--- src/rtl/dmr_pkg.sv ---
// dmr_pkg: shared types, constants and the base table for the 63-bit primality tester
// no dependencies
package dmr_pkg;

	localparam int CW = 63;
	localparam int BIT_CNT_W = 6;
	localparam int BASE_IDX_W = 4;

	localparam logic [CW-1:0] LIM_B3  = 63'd1373653;
	localparam logic [CW-1:0] LIM_B5  = 63'd25326001;
	localparam logic [CW-1:0] PSP_B7  = 63'd3215031751;
	localparam logic [CW-1:0] LIM_B7  = 63'd25000000000;
	localparam logic [CW-1:0] LIM_B11 = 63'd2152302898747;
	localparam logic [CW-1:0] LIM_B13 = 63'd3474749660383;
	localparam logic [CW-1:0] LIM_B17 = 63'd341550071728321;

	localparam logic [BASE_IDX_W-1:0] LAST_BASE = 4'd11;

	typedef enum logic [3:0] {
		S_IDLE,
		S_SPLIT,
		S_BASE,
		S_RED,
		S_SQ,
		S_SQ_W,
		S_ML,
		S_ML_W,
		S_CHECK,
		S_SQR,
		S_SQR_W,
		S_THRESH,
		S_DONE
	} state_t;

	function automatic logic [5:0] base_of(input logic [BASE_IDX_W-1:0] k);
		logic [5:0] b;
		case (k)
			4'd0: b = 6'd2;
			4'd1: b = 6'd3;
			4'd2: b = 6'd5;
			4'd3: b = 6'd7;
			4'd4: b = 6'd11;
			4'd5: b = 6'd13;
			4'd6: b = 6'd17;
			4'd7: b = 6'd19;
			4'd8: b = 6'd23;
			4'd9: b = 6'd29;
			4'd10: b = 6'd31;
			4'd11: b = 6'd37;
			default: b = 6'd2;
		endcase
		return b;
	endfunction

endpackage

--- src/rtl/dmr_mulmod.sv ---
// dmr_mulmod: bit-serial modular multiplier, msb first, a doubling phase and an add phase per bit
// depends on dmr_pkg
module dmr_mulmod
	import dmr_pkg::*;
(
	input  logic          clk,
	input  logic          arst_n,
	input  logic          start,
	input  logic [CW-1:0] a,
	input  logic [CW-1:0] b,
	input  logic [CW-1:0] n,
	output logic [CW-1:0] result,
	output logic          done
);

	logic [CW-1:0]        acc_q, a_q, b_q, n_q;
	logic [BIT_CNT_W-1:0] cnt_q;
	logic                 ph_q, run_q, done_q;
	logic [CW:0]          dbl, dbl_r, add, add_r;

	always_comb begin
		dbl   = {acc_q, 1'b0};
		dbl_r = (dbl >= {1'b0, n_q}) ? dbl - {1'b0, n_q} : dbl;
		add   = {1'b0, acc_q} + {1'b0, a_q};
		add_r = (add >= {1'b0, n_q}) ? add - {1'b0, n_q} : add;
	end

	always_ff @(posedge clk or negedge arst_n) begin
		if (!arst_n) begin
			run_q  <= 1'b0;
			done_q <= 1'b0;
			ph_q   <= 1'b0;
			cnt_q  <= '0;
		end else begin
			done_q <= 1'b0;
			if (start) begin
				run_q <= 1'b1;
				ph_q  <= 1'b0;
				cnt_q <= '0;
			end else if (run_q) begin
				ph_q <= ~ph_q;
				if (ph_q) begin
					cnt_q <= cnt_q + 1'b1;
					if (cnt_q == BIT_CNT_W'(CW - 1)) begin
						run_q  <= 1'b0;
						done_q <= 1'b1;
					end
				end
			end
		end
	end

	always_ff @(posedge clk) begin
		if (start) begin
			acc_q <= '0;
			a_q   <= a;
			b_q   <= b;
			n_q   <= n;
		end else if (run_q) begin
			if (!ph_q) begin
				acc_q <= dbl_r[CW-1:0];
			end else begin
				if (b_q[CW-1])
					acc_q <= add_r[CW-1:0];
				b_q <= {b_q[CW-2:0], 1'b0};
			end
		end
	end

	assign result = acc_q;
	assign done   = done_q;

`ifndef SYNTHESIS
	a_done_lt_n: assert property (@(posedge clk) disable iff (!arst_n)
		done_q |-> (acc_q < n_q)) else $error("mulmod result not reduced");
	a_done_pulse: assert property (@(posedge clk) disable iff (!arst_n)
		done_q |=> !done_q) else $error("mulmod done longer than one cycle");
	a_run_done: assert property (@(posedge clk) disable iff (!arst_n)
		done_q |-> !run_q) else $error("mulmod done while running");
`endif

endmodule

--- src/rtl/deterministic_miller_rabin_64.sv ---
// deterministic_miller_rabin_64: top level, sequencer for miller-rabin rounds
// depends on dmr_pkg and dmr_mulmod
//
// channel  dir  handshake              payload
// in       in   in_valid / in_stall    candidate [62:0]
// out      out  out_valid / out_stall  prime_flag
//
// one request at a time; each modular multiply steps through start, a doubling and an add phase per bit, then done
// a base round takes 63 squarings plus one multiply per set bit of d plus up to s-1
// squarings, and up to 12 bases are tried in the worst case
// candidates below 4 skip the rounds and go straight from idle to done
// reset clears the state register and out_valid; a result held by out_stall does not block the next request
module deterministic_miller_rabin_64
	import dmr_pkg::*;
(
	input  logic          clk,
	input  logic          arst_n,
	input  logic          in_valid,
	output logic          in_stall,
	input  logic [CW-1:0] candidate,
	output logic          out_valid,
	input  logic          out_stall,
	output logic          prime_flag
);

	state_t state_q, state_nx;

	logic [CW-1:0]         n_q, nm1_q, d_q, dsh_q, b_q, x_q;
	logic [BIT_CNT_W-1:0]  s_q, i_q, bit_q;
	logic [BASE_IDX_W-1:0] k_q;
	logic                  res_q, out_valid_q, prime_flag_q;

	logic          mul_start, mul_done;
	logic [CW-1:0] mul_b, mul_res;
	logic          in_fire, out_free, small_n, last_bit;
	logic          chk_pass, chk_more, sqr_pass, sqr_more;
	logic          th_prime, th_fail;

	dmr_mulmod u_mul (
		.clk    (clk),
		.arst_n (arst_n),
		.start  (mul_start),
		.a      (x_q),
		.b      (mul_b),
		.n      (n_q),
		.result (mul_res),
		.done   (mul_done)
	);

	always_comb begin
		in_fire  = in_valid && !in_stall;
		out_free = !out_valid_q || !out_stall;
		small_n  = (candidate < 63'd4);
		last_bit = (bit_q == BIT_CNT_W'(CW - 1));
		chk_pass = (x_q == 63'd1) || (x_q == nm1_q);
		chk_more = (s_q > 6'd1);
		sqr_pass = (mul_res == nm1_q);
		sqr_more = ((i_q + 1'b1) < s_q);
		th_prime = 1'b0;
		th_fail  = 1'b0;
		case (k_q)
			4'd1: th_prime = (n_q < LIM_B3);
			4'd2: th_prime = (n_q < LIM_B5);
			4'd3: begin
				th_fail  = (n_q == PSP_B7);
				th_prime = (n_q < LIM_B7);
			end
			4'd4: th_prime = (n_q < LIM_B11);
			4'd5: th_prime = (n_q < LIM_B13);
			4'd6: th_prime = (n_q < LIM_B17);
			LAST_BASE: th_prime = 1'b1;
			default: th_prime = 1'b0;
		endcase
	end

	// next state
	always_comb begin
		state_nx = state_q;
		case (state_q)
			S_IDLE:   if (in_fire) state_nx = small_n ? S_DONE : S_SPLIT;
			S_SPLIT:  if (d_q[0]) state_nx = S_BASE;
			S_BASE:   state_nx = S_RED;
			S_RED:    if (b_q < n_q) state_nx = S_SQ;
			S_SQ:     state_nx = S_SQ_W;
			S_SQ_W: begin
				if (mul_done) begin
					if (dsh_q[CW-1]) state_nx = S_ML;
					else if (last_bit) state_nx = S_CHECK;
					else state_nx = S_SQ;
				end
			end
			S_ML:     state_nx = S_ML_W;
			S_ML_W: begin
				if (mul_done) state_nx = last_bit ? S_CHECK : S_SQ;
			end
			S_CHECK: begin
				if (chk_pass) state_nx = S_THRESH;
				else if (chk_more) state_nx = S_SQR;
				else state_nx = S_DONE;
			end
			S_SQR:    state_nx = S_SQR_W;
			S_SQR_W: begin
				if (mul_done) begin
					if (sqr_pass) state_nx = S_THRESH;
					else if (sqr_more) state_nx = S_SQR;
					else state_nx = S_DONE;
				end
			end
			S_THRESH: state_nx = (th_fail || th_prime) ? S_DONE : S_BASE;
			S_DONE:   if (out_free) state_nx = S_IDLE;
			default:  state_nx = S_IDLE;
		endcase
	end

	// outputs
	always_comb begin
		in_stall  = (state_q != S_IDLE);
		mul_start = (state_q == S_SQ) || (state_q == S_ML) || (state_q == S_SQR);
		mul_b     = (state_q == S_ML) ? b_q : x_q;
	end

	always_ff @(posedge clk or negedge arst_n) begin
		if (!arst_n) begin
			state_q     <= S_IDLE;
			out_valid_q <= 1'b0;
		end else begin
			state_q <= state_nx;
			if (state_q == S_DONE && out_free)
				out_valid_q <= 1'b1;
			else if (out_valid_q && !out_stall)
				out_valid_q <= 1'b0;
		end
	end

	always_ff @(posedge clk) begin
		case (state_q)
			S_IDLE: begin
				n_q   <= candidate;
				nm1_q <= candidate - 1'b1;
				d_q   <= candidate - 1'b1;
				s_q   <= '0;
				k_q   <= '0;
				res_q <= (candidate >= 63'd2);
			end
			S_SPLIT: begin
				if (!d_q[0]) begin
					d_q <= {1'b0, d_q[CW-1:1]};
					s_q <= s_q + 1'b1;
				end
			end
			S_BASE: b_q <= {{(CW-6){1'b0}}, base_of(k_q)};
			S_RED: begin
				if (b_q >= n_q) begin
					b_q <= b_q - n_q;
				end else begin
					x_q   <= 63'd1;
					dsh_q <= d_q;
					bit_q <= '0;
				end
			end
			S_SQ_W: begin
				if (mul_done) begin
					x_q <= mul_res;
					if (!dsh_q[CW-1]) begin
						dsh_q <= {dsh_q[CW-2:0], 1'b0};
						bit_q <= bit_q + 1'b1;
					end
				end
			end
			S_ML_W: begin
				if (mul_done) begin
					x_q   <= mul_res;
					dsh_q <= {dsh_q[CW-2:0], 1'b0};
					bit_q <= bit_q + 1'b1;
				end
			end
			S_CHECK: begin
				i_q <= 6'd1;
				if (!chk_pass && !chk_more) res_q <= 1'b0;
			end
			S_SQR_W: begin
				if (mul_done) begin
					x_q <= mul_res;
					i_q <= i_q + 1'b1;
					if (!sqr_pass && !sqr_more) res_q <= 1'b0;
				end
			end
			S_THRESH: begin
				k_q <= k_q + 1'b1;
				if (th_fail) res_q <= 1'b0;
			end
			S_DONE: if (out_free) prime_flag_q <= res_q;
			default: ;
		endcase
	end

	assign out_valid  = out_valid_q;
	assign prime_flag = prime_flag_q;

`ifndef SYNTHESIS
	a_mul_wait: assert property (@(posedge clk) disable iff (!arst_n)
		mul_done |-> (state_q == S_SQ_W || state_q == S_ML_W || state_q == S_SQR_W))
		else $error("multiplier finished outside a wait state");
	a_x_reduced: assert property (@(posedge clk) disable iff (!arst_n)
		(state_q == S_CHECK) |-> (x_q < n_q)) else $error("power not reduced");
	a_deliver: assert property (@(posedge clk) disable iff (!arst_n)
		(state_q == S_DONE && out_free) |=> (out_valid && state_q == S_IDLE))
		else $error("result not delivered");
	a_base_idx: assert property (@(posedge clk) disable iff (!arst_n)
		(state_q == S_BASE) |-> (k_q <= LAST_BASE)) else $error("base index overrun");
`endif

endmodule

--- config.mk ---
export PLATFORM = sky130hd
export DESIGN_NAME = deterministic_miller_rabin_64
export DESIGN_NICKNAME = d
export VERILOG_FILES = /design/src/rtl/dmr_pkg.sv /design/src/rtl/dmr_mulmod.sv /design/src/rtl/deterministic_miller_rabin_64.sv
export SDC_FILE = /design/constraint.sdc
export NUM_CORES = 2
export LEC_CHECK = 0
export BUFFER_PORTS_ARGS = -buffer_cell sky130_fd_sc_hd__buf_4
export CELL_PAD_IN_SITES_DETAIL_PLACEMENT = 0
export CELL_PAD_IN_SITES_GLOBAL_PLACEMENT = 1
export CORE_MARGIN = 4
export CORE_UTILIZATION = 35
export DETAILED_ROUTE_END_ITERATION = 16
export PLACE_DENSITY = 0.62
export SLEW_MARGIN = 20
export SYNTH_ARGS = -nofsm -noshare
export SYNTH_HDL_FRONTEND = slang
export SYNTH_SLANG_ARGS = --single-unit
--- constraint.sdc ---
create_clock -name clk -period 10.6 [get_ports clk]
set_clock_uncertainty 0.2 [all_clocks]
set_input_delay 0 -clock clk [delete_from_list [all_inputs] [get_ports clk]]
set_output_delay 0 -clock clk [all_outputs]
set_load 0.1 [all_outputs]
### Yosys cells after proc, flatten, opt, wreduce, memory -nomap -nowiden

Memories as Yosys holds them, arrays and structs flattened. A register that Yosys moved wholly into a read port is not among the register bits.
Index checks and enable logic that the tools add are counted.

| operators by class | value |
|---|---|
| order comparisons | 14 |
| equal/unequal tests | 41 |
| bitwise gates (word level) | 1 |
| multiplexer cells | 69 |
| reductions and logical operators | 41 |
| add/sub/neg operators | 10 |

Operators with widths:

| operator | count |
|---|---|
| 63-bit two-way mux | 16 |
| 63-bit one-hot mux with 2 select lines | 3 |
| 63-bit one-hot mux with 3 select lines | 1 |
| 63-bit subtractor | 3 |
| 64-bit by 63-bit greater-or-equal comparator with 1-bit output | 2 |
| 63-bit equality test | 2 |
| 63-bit by 63-bit adder with 64-bit output | 1 |
| 63-bit by 1-bit equality test with 1-bit output (second input constant) | 1 |
| 63-bit by 32-bit equality test with 1-bit output (second input constant) | 1 |
| 63-bit by 2-bit greater-or-equal comparator with 1-bit output (second input constant) | 1 |
| 63-bit greater-or-equal comparator | 1 |
| 63-bit by 21-bit less-than comparator with 1-bit output (second input constant) | 1 |
| 63-bit by 25-bit less-than comparator with 1-bit output (second input constant) | 1 |
| 63-bit by 3-bit less-than comparator with 1-bit output (second input constant) | 1 |
| 63-bit by 35-bit less-than comparator with 1-bit output (second input constant) | 1 |
| 63-bit by 41-bit less-than comparator with 1-bit output (second input constant) | 1 |
| 63-bit by 42-bit less-than comparator with 1-bit output (second input constant) | 1 |
| 63-bit by 49-bit less-than comparator with 1-bit output (second input constant) | 1 |
| 63-bit less-than comparator | 1 |
| 63-bit by 1-bit subtractor with 63-bit output (second input constant) | 1 |
| 6-bit two-way mux | 9 |
| 4-bit one-hot mux with 13 select lines | 1 |
| 4-bit two-way mux | 12 |
| 4-bit by 3-bit equality test with 1-bit output (second input constant) | 7 |
| other kinds (31) | 106 |

| word-level totals | value |
|---|---|
| bits in read-only memories | 96 |
| bits in registers | 668 |
| memories | 1 |
| output and inout port bits | 3 |
| logic and storage cells | 201 |
| input bits | 67 |

Memories:

| name | depth | bits a word | rd ports | clocked after Yosys merged registers in | write ports | RTL line | text |
|---|---|---|---|---|---|---|---|
| (no name shown) | 16 | 6 | 1 | 1 | 0 | dmr_pkg.sv:37 | `case (k)` |

### Depth between registers and ports, before layout

| depth | value |
|---|---|
| depth in word-level cells | 7 |
| mapped depth | 26 |
| mapped depth without buffers | 23 |

### Hierarchy

From an unflattened synthesis, not the netlist that was laid out.

| unflattened totals | value |
|---|---|
| cell total of the unflattened synthesis | 4785 |
| area, all modules | 46119.2 µm² |

Modules (own cells, without submodules):

| module | instances | cells an instance | area each (µm²) | seq. area each (µm²) |
|---|---|---|---|---|
| deterministic_miller_rabin_64 | 1 | 2248 | 24178.2 | 12316.8 |
| dmr_mulmod | 1 | 2537 | 21941.0 | 7161.9 |

### Worst setup path after synthesis

OpenSTA, ideal clock, no wires.

| timing path | value |
|---|---|
| path type | reg-to-reg |
| start point | register n_q[24] |
| end point | register bit_q[0], enable pin |
| period minus slack after synthesis | 8.530 ns |
| stages on the path, launching flop included | 14 |
| library setup time | 0.603 ns |
| buffers on the path | 0 |
| data arrival time | 7.727 ns |
| data required time | 9.797 ns |
| slack | 2.070 ns |
| path through | edfxtp_1 inv_1 ha_1 a211o_1 a21oi_1 a21oi_1 a31o_2 a221oi_1 a21oi_1 nor2_1 o31ai_1 o2111ai_1 nand3_1 a221oi_1 |

| between the ends | value |
|---|---|
| cells in the longest elaborated chain, start to end | 3 |

Ends and longest elaborated chain:

| what | RTL line | text |
|---|---|---|
| start: declaration | deterministic_miller_rabin_64.sv:28 | `logic [CW-1:0] n_q, nm1_q, d_q, dsh_q, b_q, x_q;` |
| start signal: assignment | deterministic_miller_rabin_64.sv:138 | `n_q <= candidate;` |
| 63-bit greater-or-equal comparator | deterministic_miller_rabin_64.sv:153 | `if (b_q >= n_q) begin` |
| 2-bit != test (no source line) | n/a |  |
| 5-bit AND reduction (no source line) | n/a |  |
| end signal: assignment | deterministic_miller_rabin_64.sv:166 | `bit_q <= bit_q + 1'b1;` |
| end signal: assignment | deterministic_miller_rabin_64.sv:174 | `bit_q <= bit_q + 1'b1;` |
| end: declaration | deterministic_miller_rabin_64.sv:29 | `logic [BIT_CNT_W-1:0] s_q, i_q, bit_q;` |

No other way between the ends.
A chain may end at the register's enable or synchronous reset.

### Worst setup path in the final report

| timing path | value |
|---|---|
| start point | register u_mul.acc_q[0] (netlist: u_mul.result[0]) |
| end point | register u_mul.acc_q[3] (netlist: u_mul.result[3]) |

| between the ends | value |
|---|---|
| cells in the longest elaborated chain, start to end | 5 |
| elaborated cells on any way between the ends | 9 |
| those cells by class | add/sub (3); order compare (2); mux (4) |

Ends and longest elaborated chain:

| what | RTL line | text |
|---|---|---|
| start: declaration | dmr_mulmod.sv:16 | `logic [CW-1:0] acc_q, a_q, b_q, n_q;` |
| start signal: assignment | dmr_mulmod.sv:61 | `acc_q <= dbl_r[CW-1:0];` |
| start signal: assignment | dmr_mulmod.sv:64 | `acc_q <= add_r[CW-1:0];` |
| 63-bit by 63-bit adder with 64-bit output | dmr_mulmod.sv:24 | `add = {1'b0, acc_q} + {1'b0, a_q};` |
| 63-bit subtractor / 64-bit by 63-bit greater-or-equal comparator with 1-bit output (equally long branches) | dmr_mulmod.sv:25 | `add_r = (add >= {1'b0, n_q}) ? add - {1'b0, n_q} : add;` |
| 63-bit two-way mux | dmr_mulmod.sv:25 |  |
| 63-bit two-way mux | dmr_mulmod.sv:63 | `if (b_q[CW-1])` |
| 63-bit two-way mux (*) | dmr_mulmod.sv:60 | `if (!ph_q) begin` |

Every way passes the cells marked *; elsewhere a longest branch is shown, timed or not. The select of a mux whose other input is x is not followed.

==> metrics <==
result of the run=completed; worst-margin pin slew=1.23 ns; mean post-synth cell area=9.50 sq um; clock buffer count from CTS=75; overall track demand over capacity in global routing=0.243; total DRC errors in the routed layout=0; # setup viols final=0; Slew HR=0.156; final global-route overflow total=0; total negative setup slack=0 ns; Synth cell types=82; predominant post-synthesis flop cell=edfxtp_1; Die Height=366 um; clock tree sinks=674; die width=366 um; cell with the most instances after synthesis=edfxtp_1; pin count of the biggest net entering global routing=73; master cell of the clock root buffer=clkbuf_16; number of flops mapped to enable cells by yosys=591; worst skew pair latency=0.63 ns; instance count of the mapped netlist=4731; complex-gate fraction of the synthesized area=0.202; number of setup buffers added after CTS=0; xor and xnor area share after synthesis=0.0830; arithmetic-cell share of the synthesized area counting full adders, half adders and majority gates=0.0781; RSZ-0062 raised after global routing=false; number of max-cap violations=0; count of final max-slew check failures=0; startpoint-to-endpoint class of the critical path=reg -> reg; cell types with the largest area share after synthesis=edfxtp_1, ha_1, xnor2_1; post-route clock period utilization=0.716; global-route wire length before repair=247 mm; post-CTS clock slew at the launch and capture registers of the worst setup and hold paths=0.06 ns; Routed Antenna Nets=0; Seq/Total Area, Yosys=0.433; basic-gate share of the synthesized area counting and, or, nand and nor cells=0.163; PortBufs=69; Vias per Instance=5.76; Mapped Nets=5076; initial antenna violation count=1; Fill cells=12703; row count=131; total number of H-tree levels=3; HPWL after detailed placement=133 mm; number of optimization iterations in the first detailed-route pass=6; number of flip-flops and latches in the synthesized netlist=674; library cell with the largest summed area after synthesis=edfxtp_1; longest individual stage delay on the worst path=0.59 ns; arrival time of the worst setup path=7.96 ns; CP Cell Sequence=ha_1 -> fa_1 -> a211oi_1 -> o21ai_0 -> a21oi_1 -> a21oi_1 -> a21oi_1 -> o31ai_1 -> o21ai_0 -> o21ai_0 -> xor2_1 -> ha_1 -> and3_1 -> a221oi_1 -> o21bai_1 -> a31o_2 -> a311o_1 -> o22ai_1 -> o21a_2 -> buf_4 -> nand2_1 -> a311oi_1 -> a31o_2; last weighted congestion value of the routability-driven placer=0.967; share of the synthesized area in the top cell type=0.395; overall via count from detail_route=37829; via count of the first global-routing pass=36161; Worst Hold Class=in -> reg; largest driver fanout on the critical path=47; Highest Clock Rate=0.132 GHz; fraction of registers with async set/reset=0.0208; placeable core area=0.128 sq mm; I/O pin total=70; ratio of cells with drive above 1 in the final layout=0.0617; share of synthesized area spent on multiplexers=0.00493; P&R area growth vs syn=13.6%; CTS tree=yes; Core Util, Final=0.400; number of cells in the finished layout apart from fillers=6573; YS warnings=0; top cell types by occurrence after synthesis=edfxtp_1, nand2_1, nor2_1; overall die area=0.134 sq mm; required time worst endpoint=10.97 ns; register cell area after layout=0.0195 sq mm; initial core utilization=0.352; final worst-path setup slack=3.01 ns; wire length per cell=25.7 um; area of the mapped netlist=0.0449 sq mm; area used by multi-input combinational logic=0.0241 sq mm; highest-delay cell along the critical path=o21ai_0; kind of start point of the critical path=flop; placed insts=6305; Post-Place Setup Slack=3.16 ns; final critical path time including I/O delays and setup=7.59 ns; final-stage net count=5196; Iteration-0 DRC Markers=3485; total wire length after detailed routing=169 mm; buffer levels on the longest clock path=3; Critical Path End Type=flop; main combinational cell family by area after synthesis=compound AO/OA/AOI/OAI gates; final number of hold-violating endpoints=0
## through the flow
stage          cell area (sq um)  hold slack (ns)
2_1_floorplan              44900           -0.496
3_3_place_gp               47300           -0.269
3_5_place_dp               47300           -0.273
4_1_cts                    51000           0.0300
5_1_grt                    51000           0.0406
6_report                   51000           0.0418
## final cells by class
cell class,count,area share
inverters,212,0.0157
flip-flops and latches,674,0.382
clock inverters,45,0.00831
multi-input cells,3643,0.471
diodes,1,0.0000490
well taps,1662,0.0407
clock buffers,91,0.0396
repair buffers,245,0.0426
## cell families (layout without fill, tap and decap cells)
logic type	Yosys count	in the layout
flip-flops	674	674
adder cells (fa/ha/maj)	278	278
other	0	1
XOR/XNOR	426	426
multiplexers	22	22
AND/OR/NAND/NOR	1541	1541
AO/OA/AOI/OAI	1376	1376
buffers and inverters	414	593
## worst max-delay path, delay by kind of cell (launching register included)
kind | cells | cell delay, ns
AO/OA/AOI/OAI | 16 | 4.72
XOR/XNOR | 1 | 0.26
adder cells (fa/ha/maj) | 3 | 1.06
buffers and inverters | 1 | 0.50
flip-flops | 1 | 0.36
AND/OR/NAND/NOR | 2 | 0.34
## path summary, 6_finish.rpt
path,startpoint,endpoint,slack (ns),cells past startpoint
worst min register to register,res_q,prime_flag,0.23,0
max in group asynchronous,arst_n,u_mul.ph_q,9.79,4
worst max-delay path,u_mul.result[0],u_mul.result[3],3.01,23
min in group asynchronous,arst_n,u_mul.ph_q,0.25,4
worst min-delay path,candidate[2],n_q[2],0.04,2
worst max register to register,u_mul.result[0],u_mul.result[3],3.01,23
## layer usage
layer,up-vias,wire (um),GRT usage
li1,17872,-,-
met1,18459,79100,0.355
met2,1289,74400,0.378
met3,209,9760,0.0255
met4,0,5880,0.0788
met5,-,0,0
## repair_timing
| item | in CTS | in global routing |
|---|---|---|
| endpoints found under the hold margin | 210 | 0 |
| hold buffers | 131 | 0 |
| endpoints found under the setup margin | 0 | 0 |
| resized for setup | 0 | 0 |
## layout by cell type (no fill, tap or decap), types with 31 or more instances in the layout
cell type and count:
edfxtp_1 591, nand2_1 471, nor2_1 403, a21oi_1 377, ha_1 274, o21ai_0 237
xnor2_1 219, inv_1 208, xor2_1 207, a21o_1 143, dlygate4sd3_1 130, buf_4 114
nand4_1 106, nand3_1 90, nor2b_1 87, nor4_1 83, nor3_1 82, clkbuf_16 79
a22oi_1 69, dfxtp_1 69, a22o_1 67, a211oi_1 58, o211ai_1 57, a31oi_1 52
and3_1 43, nand2b_1 42, o21bai_1 41, o21a_1 37, o31ai_1 33, and2_1 31
Power is left out: the tool's default activity adds up to more than one toggle a clock period on the data nets, which glitch-free logic cannot reach.
